--- src/rtl/core/spk_pkg.sv ---
package spk_pkg;

  localparam int DIM_W  = 13;
  localparam int GUT_W  = 8;
  localparam int PAD_W  = 14;
  localparam int POS_W  = 12;
  localparam int ADDR_W = 4;
  localparam int DATA_W = 32;

  localparam logic [1:0] REG_PAGE_WIDTH  = 2'd0;
  localparam logic [1:0] REG_PAGE_HEIGHT = 2'd1;
  localparam logic [1:0] REG_GUTTER      = 2'd2;

  localparam logic OP_ALLOC = 1'b0;
  localparam logic OP_CLEAR = 1'b1;

  localparam logic [GUT_W-1:0] GUTTER_RESET = 8'd1;

  typedef struct packed {
    logic [DIM_W-1:0] page_width;
    logic [DIM_W-1:0] page_height;
    logic [GUT_W-1:0] gutter;
  } spk_cfg_t;

  typedef struct packed {
    logic fits;
    logic better;
  } spk_fit_t;

endpackage

--- src/rtl/core/spk_ram.sv ---
module spk_ram #(
  parameter int WIDTH = 39,
  parameter int DEPTH = 64
) (
  input  logic                                     clk,
  input  logic                                     we,
  input  logic [(DEPTH > 1 ? $clog2(DEPTH) : 1)-1:0] waddr,
  input  logic [WIDTH-1:0]                         wdata,
  input  logic [(DEPTH > 1 ? $clog2(DEPTH) : 1)-1:0] raddr,
  output logic [WIDTH-1:0]                         rdata
);

  logic [WIDTH-1:0] mem [DEPTH];
  logic [WIDTH-1:0] rdata_r;

  always_ff @(posedge clk) begin
    if (we) begin
      mem[waddr] <= wdata;
    end
    rdata_r <= mem[raddr];
  end

  assign rdata = rdata_r;

endmodule

--- src/rtl/core/spk_fit.sv ---
module spk_fit #(
  parameter int COORD_BITS = 13
) (
  input  logic [COORD_BITS-1:0]        band,
  input  logic [COORD_BITS-1:0]        cursor,
  input  logic [COORD_BITS-1:0]        best_band,
  input  logic                         found,
  input  logic [spk_pkg::PAD_W-1:0]    pad_w,
  input  logic [spk_pkg::PAD_W-1:0]    pad_h,
  input  logic [spk_pkg::DIM_W-1:0]    page_width,
  output spk_pkg::spk_fit_t            fit
);

  import spk_pkg::*;

  localparam int SUM_W = (COORD_BITS > PAD_W ? COORD_BITS : PAD_W) + 1;

  logic [SUM_W-1:0] row_end;
  logic             band_ok;
  logic             row_ok;

  assign row_end    = SUM_W'(cursor) + SUM_W'(pad_w);
  assign band_ok    = SUM_W'(band) >= SUM_W'(pad_h);
  assign row_ok     = row_end <= SUM_W'(page_width);
  assign fit.fits   = band_ok && row_ok;
  assign fit.better = !found || (band < best_band);

endmodule

--- src/rtl/core/spk_regs.sv ---
module spk_regs (
  input  logic                        clk,
  input  logic                        rst_n,
  input  logic                        psel,
  input  logic                        penable,
  input  logic                        pwrite,
  input  logic [spk_pkg::ADDR_W-1:0]  paddr,
  input  logic [spk_pkg::DATA_W-1:0]  pwdata,
  output logic [spk_pkg::DATA_W-1:0]  prdata,
  output logic                        pready,
  output spk_pkg::spk_cfg_t           cfg
);

  import spk_pkg::*;

  spk_cfg_t   cfg_r;
  logic       wr_en;
  logic [1:0] reg_idx;

  assign pready  = 1'b1;
  assign wr_en   = psel && penable && pwrite;
  assign reg_idx = paddr[3:2];

  always_ff @(posedge clk) begin
    if (!rst_n) begin
      cfg_r.page_width  <= '0;
      cfg_r.page_height <= '0;
      cfg_r.gutter      <= GUTTER_RESET;
    end else if (wr_en) begin
      unique case (reg_idx)
        REG_PAGE_WIDTH:  cfg_r.page_width  <= pwdata[DIM_W-1:0];
        REG_PAGE_HEIGHT: cfg_r.page_height <= pwdata[DIM_W-1:0];
        REG_GUTTER:      cfg_r.gutter      <= pwdata[GUT_W-1:0];
        default: begin
        end
      endcase
    end
  end

  always_comb begin
    unique case (reg_idx)
      REG_PAGE_WIDTH:  prdata = DATA_W'(cfg_r.page_width);
      REG_PAGE_HEIGHT: prdata = DATA_W'(cfg_r.page_height);
      REG_GUTTER:      prdata = DATA_W'(cfg_r.gutter);
      default:         prdata = '0;
    endcase
  end

  assign cfg = cfg_r;

endmodule

--- src/rtl/core/shelf_best_fit_rect_packer_core.sv ---
// A clear or a bad box size answers from the check state; an allocate goes through
// the check, scan and decide states, the scan reading every open shelf.
// The block takes one item at a time; busy drops in the cycle of the result beat.
// The scan reads one shelf entry per cycle from the shelf memory.
// Synchronous active-low reset empties the shelf table and restores the control and config registers.
// The result beat lasts one cycle and the receiver cannot stall it.
module shelf_best_fit_rect_packer_core #(
  parameter int MAX_SHELVES = 64,
  parameter int COORD_BITS  = 13
) (
  input  logic                        clk,
  input  logic                        rst_n,
  input  logic                        start,
  output logic                        busy,
  input  logic                        in_opcode,
  input  logic [spk_pkg::DIM_W-1:0]   in_box_width,
  input  logic [spk_pkg::DIM_W-1:0]   in_box_height,
  output logic                        out_strobe,
  output logic                        out_granted,
  output logic [spk_pkg::POS_W-1:0]   out_pos_x,
  output logic [spk_pkg::POS_W-1:0]   out_pos_y,
  input  logic                        psel,
  input  logic                        penable,
  input  logic                        pwrite,
  input  logic [spk_pkg::ADDR_W-1:0]  paddr,
  input  logic [spk_pkg::DATA_W-1:0]  pwdata,
  output logic [spk_pkg::DATA_W-1:0]  prdata,
  output logic                        pready
);

  import spk_pkg::*;

  localparam int IDX_W = MAX_SHELVES > 1 ? $clog2(MAX_SHELVES) : 1;
  localparam int CNT_W = $clog2(MAX_SHELVES + 1);
  localparam int ENT_W = 3 * COORD_BITS;
  localparam int SUM_W = (COORD_BITS > PAD_W ? COORD_BITS : PAD_W) + 1;
  localparam logic [COORD_BITS-1:0] COORD_MAX = {COORD_BITS{1'b1}};

  localparam logic [1:0] ST_IDLE   = 2'd0;
  localparam logic [1:0] ST_CHECK  = 2'd1;
  localparam logic [1:0] ST_SCAN   = 2'd2;
  localparam logic [1:0] ST_DECIDE = 2'd3;

  spk_cfg_t cfg;
  spk_fit_t fit;

  logic [1:0]            state_r, state_nxt;
  logic                  op_r, op_nxt;
  logic [DIM_W-1:0]      w_r, w_nxt, h_r, h_nxt;
  logic [PAD_W-1:0]      pw_r, pw_nxt, ph_r, ph_nxt;
  logic [CNT_W-1:0]      count_r, count_nxt;
  logic [COORD_BITS-1:0] pb_r, pb_nxt;
  logic [CNT_W-1:0]      iss_r, iss_nxt;
  logic                  vld_r, vld_nxt;
  logic [IDX_W-1:0]      cmp_idx_r, cmp_idx_nxt;
  logic                  found_r, found_nxt;
  logic [IDX_W-1:0]      best_idx_r, best_idx_nxt;
  logic [COORD_BITS-1:0] best_top_r, best_top_nxt;
  logic [COORD_BITS-1:0] best_band_r, best_band_nxt;
  logic [COORD_BITS-1:0] best_cur_r, best_cur_nxt;
  logic                  out_strobe_r, out_strobe_nxt;
  logic                  out_granted_r, out_granted_nxt;
  logic [POS_W-1:0]      out_pos_x_r, out_pos_x_nxt;
  logic [POS_W-1:0]      out_pos_y_r, out_pos_y_nxt;

  logic                  we;
  logic [IDX_W-1:0]      waddr;
  logic [ENT_W-1:0]      wdata;
  logic [IDX_W-1:0]      raddr;
  logic [ENT_W-1:0]      rdata;
  logic                  rd_en;

  logic [COORD_BITS-1:0] ent_top, ent_band, ent_cur;
  logic [PAD_W-1:0]      pad_w, pad_h;
  logic                  reject;
  logic [SUM_W-1:0]      bottom_sum;
  logic                  no_room;
  logic [COORD_BITS-1:0] cur_base, cur_sat, ph_trunc;
  logic [SUM_W-1:0]      cur_sum;

  spk_regs u_regs (
    .clk     (clk),
    .rst_n   (rst_n),
    .psel    (psel),
    .penable (penable),
    .pwrite  (pwrite),
    .paddr   (paddr),
    .pwdata  (pwdata),
    .prdata  (prdata),
    .pready  (pready),
    .cfg     (cfg)
  );

  spk_ram #(
    .WIDTH (ENT_W),
    .DEPTH (MAX_SHELVES)
  ) u_shelf_ram (
    .clk   (clk),
    .we    (we),
    .waddr (waddr),
    .wdata (wdata),
    .raddr (raddr),
    .rdata (rdata)
  );

  assign ent_top  = rdata[3*COORD_BITS-1:2*COORD_BITS];
  assign ent_band = rdata[2*COORD_BITS-1:COORD_BITS];
  assign ent_cur  = rdata[COORD_BITS-1:0];

  spk_fit #(
    .COORD_BITS (COORD_BITS)
  ) u_fit (
    .band       (ent_band),
    .cursor     (ent_cur),
    .best_band  (best_band_r),
    .found      (found_r),
    .pad_w      (pw_r),
    .pad_h      (ph_r),
    .page_width (cfg.page_width),
    .fit        (fit)
  );

  assign pad_w  = PAD_W'(w_r) + PAD_W'(cfg.gutter);
  assign pad_h  = PAD_W'(h_r) + PAD_W'(cfg.gutter);
  assign reject = (w_r == '0) || (h_r == '0) || (w_r > cfg.page_width)
                  || (h_r > cfg.page_height);

  assign bottom_sum = SUM_W'(pb_r) + SUM_W'(ph_r);
  assign no_room    = (bottom_sum > SUM_W'(cfg.page_height))
                      || (count_r >= CNT_W'(MAX_SHELVES));
  assign ph_trunc   = COORD_BITS'({{COORD_BITS{1'b0}}, ph_r});

  assign cur_base = found_r ? best_cur_r : '0;
  assign cur_sum  = SUM_W'(cur_base) + SUM_W'(pw_r);
  assign cur_sat  = (cur_sum > SUM_W'(COORD_MAX)) ? COORD_MAX : cur_sum[COORD_BITS-1:0];

  assign rd_en = (state_r == ST_SCAN) && (iss_r < count_r);
  assign raddr = iss_r[IDX_W-1:0];

  always_comb begin
    state_nxt       = state_r;
    op_nxt          = op_r;
    w_nxt           = w_r;
    h_nxt           = h_r;
    pw_nxt          = pw_r;
    ph_nxt          = ph_r;
    count_nxt       = count_r;
    pb_nxt          = pb_r;
    iss_nxt         = iss_r;
    vld_nxt         = 1'b0;
    cmp_idx_nxt     = cmp_idx_r;
    found_nxt       = found_r;
    best_idx_nxt    = best_idx_r;
    best_top_nxt    = best_top_r;
    best_band_nxt   = best_band_r;
    best_cur_nxt    = best_cur_r;
    out_strobe_nxt  = 1'b0;
    out_granted_nxt = out_granted_r;
    out_pos_x_nxt   = out_pos_x_r;
    out_pos_y_nxt   = out_pos_y_r;
    we              = 1'b0;
    waddr           = best_idx_r;
    wdata           = {best_top_r, best_band_r, cur_sat};

    unique case (state_r)
      ST_IDLE: begin
        if (start) begin
          op_nxt    = in_opcode;
          w_nxt     = in_box_width;
          h_nxt     = in_box_height;
          state_nxt = ST_CHECK;
        end
      end
      ST_CHECK: begin
        if (op_r == OP_CLEAR) begin
          count_nxt       = '0;
          pb_nxt          = '0;
          out_strobe_nxt  = 1'b1;
          out_granted_nxt = 1'b1;
          out_pos_x_nxt   = '0;
          out_pos_y_nxt   = '0;
          state_nxt       = ST_IDLE;
        end else if (reject) begin
          out_strobe_nxt  = 1'b1;
          out_granted_nxt = 1'b0;
          out_pos_x_nxt   = '0;
          out_pos_y_nxt   = '0;
          state_nxt       = ST_IDLE;
        end else begin
          pw_nxt    = pad_w;
          ph_nxt    = pad_h;
          iss_nxt   = '0;
          found_nxt = 1'b0;
          state_nxt = ST_SCAN;
        end
      end
      ST_SCAN: begin
        vld_nxt     = rd_en;
        cmp_idx_nxt = raddr;
        if (rd_en) begin
          iss_nxt = iss_r + 1'b1;
        end
        if (vld_r && fit.fits && fit.better) begin
          found_nxt     = 1'b1;
          best_idx_nxt  = cmp_idx_r;
          best_top_nxt  = ent_top;
          best_band_nxt = ent_band;
          best_cur_nxt  = ent_cur;
        end
        if (!rd_en && !vld_r) begin
          state_nxt = ST_DECIDE;
        end
      end
      ST_DECIDE: begin
        out_strobe_nxt = 1'b1;
        state_nxt      = ST_IDLE;
        if (found_r) begin
          we              = 1'b1;
          out_granted_nxt = 1'b1;
          out_pos_x_nxt   = POS_W'({{POS_W{1'b0}}, best_cur_r});
          out_pos_y_nxt   = POS_W'({{POS_W{1'b0}}, best_top_r});
        end else if (no_room) begin
          out_granted_nxt = 1'b0;
          out_pos_x_nxt   = '0;
          out_pos_y_nxt   = '0;
        end else begin
          we              = 1'b1;
          waddr           = count_r[IDX_W-1:0];
          wdata           = {pb_r, ph_trunc, cur_sat};
          count_nxt       = count_r + 1'b1;
          pb_nxt          = bottom_sum[COORD_BITS-1:0];
          out_granted_nxt = 1'b1;
          out_pos_x_nxt   = '0;
          out_pos_y_nxt   = POS_W'({{POS_W{1'b0}}, pb_r});
        end
      end
      default: begin
        state_nxt = ST_IDLE;
      end
    endcase
  end

  always_ff @(posedge clk) begin
    if (!rst_n) begin
      state_r      <= ST_IDLE;
      count_r      <= '0;
      pb_r         <= '0;
      vld_r        <= 1'b0;
      found_r      <= 1'b0;
      out_strobe_r <= 1'b0;
    end else begin
      state_r      <= state_nxt;
      count_r      <= count_nxt;
      pb_r         <= pb_nxt;
      vld_r        <= vld_nxt;
      found_r      <= found_nxt;
      out_strobe_r <= out_strobe_nxt;
    end
  end

  always_ff @(posedge clk) begin
    op_r          <= op_nxt;
    w_r           <= w_nxt;
    h_r           <= h_nxt;
    pw_r          <= pw_nxt;
    ph_r          <= ph_nxt;
    iss_r         <= iss_nxt;
    cmp_idx_r     <= cmp_idx_nxt;
    best_idx_r    <= best_idx_nxt;
    best_top_r    <= best_top_nxt;
    best_band_r   <= best_band_nxt;
    best_cur_r    <= best_cur_nxt;
    out_granted_r <= out_granted_nxt;
    out_pos_x_r   <= out_pos_x_nxt;
    out_pos_y_r   <= out_pos_y_nxt;
  end

  assign busy        = state_r != ST_IDLE;
  assign out_strobe  = out_strobe_r;
  assign out_granted = out_granted_r;
  assign out_pos_x   = out_pos_x_r;
  assign out_pos_y   = out_pos_y_r;

  a_strobe_idle: assert property (@(posedge clk) disable iff (!rst_n)
    out_strobe |-> !busy)
    else $error("Result beat while the sequencer is still working.");

  a_start_busy: assert property (@(posedge clk) disable iff (!rst_n)
    (start && !busy) |=> busy)
    else $error("Accepted item did not make the block busy.");

  a_count_bound: assert property (@(posedge clk) disable iff (!rst_n)
    count_r <= CNT_W'(MAX_SHELVES))
    else $error("Shelf count exceeds the table depth.");

  a_refused_zero: assert property (@(posedge clk) disable iff (!rst_n)
    (out_strobe && !out_granted) |-> (out_pos_x == '0 && out_pos_y == '0))
    else $error("Refused result carries a nonzero position.");

  a_cmp_in_scan: assert property (@(posedge clk) disable iff (!rst_n)
    vld_r |-> (state_r == ST_SCAN))
    else $error("Shelf compare pending outside the scan.");

endmodule

--- config.mk ---
export PLATFORM = sky130hd
export DESIGN_NAME = shelf_best_fit_rect_packer_core
export DESIGN_NICKNAME = d
export VERILOG_FILES = /design/src/rtl/core/spk_pkg.sv /design/src/rtl/core/spk_ram.sv /design/src/rtl/core/spk_fit.sv /design/src/rtl/core/spk_regs.sv /design/src/rtl/core/shelf_best_fit_rect_packer_core.sv
export SDC_FILE = /design/constraint.sdc
export NUM_CORES = 2
export LEC_CHECK = 0
export ABC_AREA = 1
export BUFFER_PORTS_ARGS = -buffer_cell sky130_fd_sc_hd__buf_4
export CAP_MARGIN = 20
export CORE_ASPECT_RATIO = 0.6
export CORE_MARGIN = 2
export CORE_UTILIZATION = 40
export DETAILED_ROUTE_END_ITERATION = 12
export GPL_TIMING_DRIVEN = 0
export PLACE_DENSITY_LB_ADDON = 0.3
export SLEW_MARGIN = 10
export SYNTH_ARGS = -nofsm -noshare
export SYNTH_HDL_FRONTEND = slang
export SYNTH_SLANG_ARGS = --single-unit
--- constraint.sdc ---
create_clock -name clk -period 7.5 [get_ports clk]
set_input_delay 0.375 -clock clk [delete_from_list [all_inputs] [get_ports clk]]
set_output_delay 0.375 -clock clk [all_outputs]
set_load 0.02 [all_outputs]
==> run_results.csv <==
group,metric,value,unit
run_status,status,"complete, but fails checks",
run_status,failed_checks,"design-rule violations",
sta,fin_crit,7.12,ns
place,dp_hpwl,339000,um
sta,grt_setup_unrepaired,"false",
logic_synthesis,syn_inst,8249,
logic_synthesis,seq_area_frac_synth,73.9,%
sta,maxSlewHeadroom,8.44,%
place,portBuffers,86,
global_routing,grt_pass1_wl,612000,um
route,route.met3.wl,101000,um
pwr,switchingPower,0.00631,W
global_routing,grt_pass1_vias,70900,
min_path,whs_path_depth,5,
cts,cts.clk_slew.worst_paths,0.07,ns
logic_synthesis,yosys.area.top_type,"edfxtp_1",
cells_and_area,layout.cells.non_filler,12700,
route,vias_per_cell,6.37,
logic_synthesis,synth.cell_area,0.107,mm^2
sta,skew,0.0854,ns
cells_and_area,nets,9122,
critical_path,cp.arrival,7.84,ns
route,remaining_drc_errors,1,
sta,slew_violations,0,
logic_synthesis,synth_edf_count,2569,
global_routing,grt_max_degree,65,
cts,post-cts-setup-buffer-count,0,
die,core-area,0.267,mm^2
pwr,peakVddDrop,0.000180,V
logic_synthesis,ys_ff_latch,2666,
route,final_antenna_net_count,0,
logic_synthesis,syn_area_per_cell,13.0,um^2
sta,setup_tns,0,ns
pwr,power_frac_seq,54.5,%
die,rows,147,
route,met1_length,183000,um
cells_and_area,final_util,47.5,%
pwr,power.share.clock,43.6,%
route,vias,80900,
critical_path,ff2ff_path_depth,11,
cts,h-tree-depth,4,
cells_and_area,drive_above_1_share,10.3,%
cts,insertion_delay,0.96,ns
cts,tritoncts,"built",
job,cap_violations,0,
route,wl_met2,162000,um
global_routing,antenna_found_initial,55,
cells_and_area,area_growth,18.5,%
min_path,whs_endpoint,"u_regs.cfg[21]$_SDFFE_PN0P_",
logic_synthesis,ys_warn_count,0,
pwr,p_int,0.0233,W
logic_synthesis,synthTopCellsByArea,"edfxtp_1, o21ai_0, nor2_1",
cts,cts-hold-fix-buffers,45,
cts,numCtsBuffers,240,
logic_synthesis,synth_cell_types,48,
critical_path,worst_r2r_endpoint,"u_shelf_ram.rdata[28]$_DFF_P_",
die,die-area,0.272,mm^2
global_routing,track_usage,33.0,%
cts,cts_sinks,2666,
route,dr.pass1.iters,13,
critical_path,rr_startpoint,"iss_r[0]$_SDFFCE_PN0P_",
logic_synthesis,synth-async-reset-ratio,0,%
min_path,hp-start,"psel",
min_path,hold_path.class,"input pin to flip-flop",
critical_path,critical_path.max_fanout,10,
sta,fmax,140,MHz
die,dieWidth,672,um
logic_synthesis,ys.flop_type,"edfxtp_1",
pwr,combPwrFrac,1.8,%
cts,clockBufferDepth,4,
critical_path,start_kind,"flip-flop",
cts,post_cts_resize_count,0,
route,drt-wirelength-per-cell,36.4,um
cts,root_buffer,"clkbuf_16",
route,top_layer,"met5",
critical_path,rrSetupSlack,0.38,ns
logic_synthesis,yosysTopAreaCellShare,72.1,%
place,gp_congestion,1.09,
global_routing,overflow,0,
sta,hold_viol,0,
sta,period_share,94.9,%
pwr,swShare,21.3,%
critical_path,crit_type,"flip-flop to flip-flop",
critical_path,end_kind,"flip-flop",
sta,setup_viol,0,
die,die_h,405,um
pwr,power_density,233,mW/mm^2
die,initial_core_util,40.1,%
die,ios,129,
route,wirelength,463000,um
critical_path,worstPathRequired,8.22,ns
route,drtIter0Drc,17400,
pwr,p_leak,40.9,nW
sta,worst_slew_pin_slew,1.37,ns
place,dp.cells,12200,
[placed cells by master, fill, tap and decap left out, types with 13 or more instances in the layout]
cell type	instances
clkinvlp_4	17
bufinv_16	30
o21ai_0	1297
nor2_1	1321
nand2_1	558
xnor2_1	15
clkinv_1	47
buf_6	23
o211ai_1	77
clkinv_2	56
dfxtp_1	97
nand4_1	46
nor3_1	13
clkbuf_16	240
xor2_1	44
buf_16	63
o22ai_1	380
buf_2	34
ha_1	140
inv_1	181
buf_12	139
nor2_4	66
edfxtp_1	2569
nand3_1	295
o221ai_1	241
a21oi_1	212
clkbuf_1	492
buf_4	126
clkbuf_2	18
buf_1	20
buf_8	25
o21ai_4	26
conb_1	20
diode_2	14
dlygate4sd3_1	45
[cell usage after synthesis, types with 3 or more instances]
library cell / instances
o221ai_1: 241
clkbuf_1: 476
o22ai_1: 380
nand3_1: 295
nand4_2: 4
buf_2: 34
nor4_1: 12
edfxtp_1: 2569
nand4_1: 46
fa_1: 5
nand3_2: 10
a31oi_1: 10
xnor2_1: 15
ha_1: 140
o2111ai_1: 4
o211ai_1: 77
nor2_1: 1388
and2_1: 3
inv_1: 181
a211oi_1: 5
o21bai_1: 7
buf_4: 21
o21ai_2: 3
buf_1: 20
xor2_1: 44
o21ai_0: 1322
a21oi_1: 213
nand3b_1: 3
o31ai_1: 3
nand2_1: 571
nor3_1: 13
a32o_1: 6
a21o_1: 3
nand2_2: 4
inv_2: 5
clkinv_1: 5
dfxtp_1: 97
[how the worst max path moves through the flow]
| stage | from | slack (ns) | cells past startpoint | to |
|---|---|---|---|---|
| finish | iss_r[0]$_SDFFCE_PN0P_ | 0.38 | 11 | u_shelf_ram.rdata[28]$_DFF_P_ |
| global route | ph_r[0]$_DFFE_PP_ | 0.63 | 25 | u_shelf_ram.mem[28][12]$_DFFE_PP_ |
| CTS | ph_r[0]$_DFFE_PP_ | 1.03 | 25 | u_shelf_ram.mem[28][12]$_DFFE_PP_ |
| detailed placement | ph_r[0]$_DFFE_PP_ | 1.03 | 25 | u_shelf_ram.mem[28][12]$_DFFE_PP_ |
| global placement | ph_r[0]$_DFFE_PP_ | -7.03 | 21 | u_shelf_ram.mem[26][24]$_DFFE_PP_ |
| floorplan | ph_r[0]$_DFFE_PP_ | 1.27 | 21 | u_shelf_ram.mem[0][26]$_DFFE_PP_ |
[metal layers]
layer,GRT usage (%),vias to the layer above
li1,-,32200
met1,47.6,40500
met2,38.8,7359
met3,22.0,864
met4,9.22,46
met5,1.57,-
[worst max-delay path, stage by stage, from the launching register on]
cell      delay [ns]
edfxtp_1        0.84
buf_2           0.63
buf_2           0.72
buf_2           0.46
clkbuf_1        0.89
clkbuf_1        0.81
nor2_1          0.12
o221ai_1        0.24
nand3_1         0.77
nand3_1         0.40
nand3_1         0.28
nand3_1         0.66
[sequential cells by signal, indices dropped and copies added, names as in the netlist, 6 cells and up, named ones only]
signal,count
best_cur_r,13
h_r,13
cmp_idx_r,6
u_shelf_ram.mem,2432
out_pos_x,12
iss_r,7
w_r,13
best_band_r,13
count_r,7
best_idx_r,6
pb_r,13
best_top_r,12
out_pos_y,12
ph_r,14
u_shelf_ram.rdata,38
pw_r,14
u_regs.cfg,34
[through the flow]
step	cell area [um^2]	setup slack [ns]	hold WS [ns]	power, W
2_1_floorplan	107000	1.27	0.386	0.0167
3_3_place_gp	112000	-7.03	0.391	0.0169
3_5_place_dp	118000	1.03	0.396	0.0169
4_1_cts	126000	1.03	0.000145	0.0295
5_1_grt	127000	0.629	0.0656	0.0301
6_report	127000	0.382	0.0354	0.0296
[power groups by stage]
stage | sequential, W | combinational, W | clock (W)
after floorplan | 0.0164 | 0.000237 | 0
after global placement | 0.0165 | 0.000469 | 0
after detailed placement | 0.0165 | 0.000484 | 0
after CTS | 0.0161 | 0.000505 | 0.0128
after global routing | 0.0161 | 0.000563 | 0.0134
final | 0.0161 | 0.000545 | 0.0129
[cells by family after synthesis]
logic type / count (synthesis) / synth area share (%)
adder cells (fa/ha/maj): 145 / 1.73
other: 2 / 0.00702
buffers and inverters: 744 / 2.73
AND/OR/NAND/NOR: 2354 / 8.91
flip-flops: 2666 / 73.9
XOR/XNOR: 59 / 0.483
AO/OA/AOI/OAI: 2279 / 12.3
[area by class of cell]
cell class | instances | area (um^2)
clock buffers | 283 | 6260
plain buffers | 552 | 2220
diodes | 14 | 35.0
repair buffers | 399 | 6380
well taps | 3576 | 4470
clock inverters | 161 | 1680
multi-input cells | 4857 | 26000
inverters | 192 | 726
flip-flops and latches | 2666 | 79100
fillers | 23100 | 140000
No activity file was read; power rests on OpenSTA's default activity.
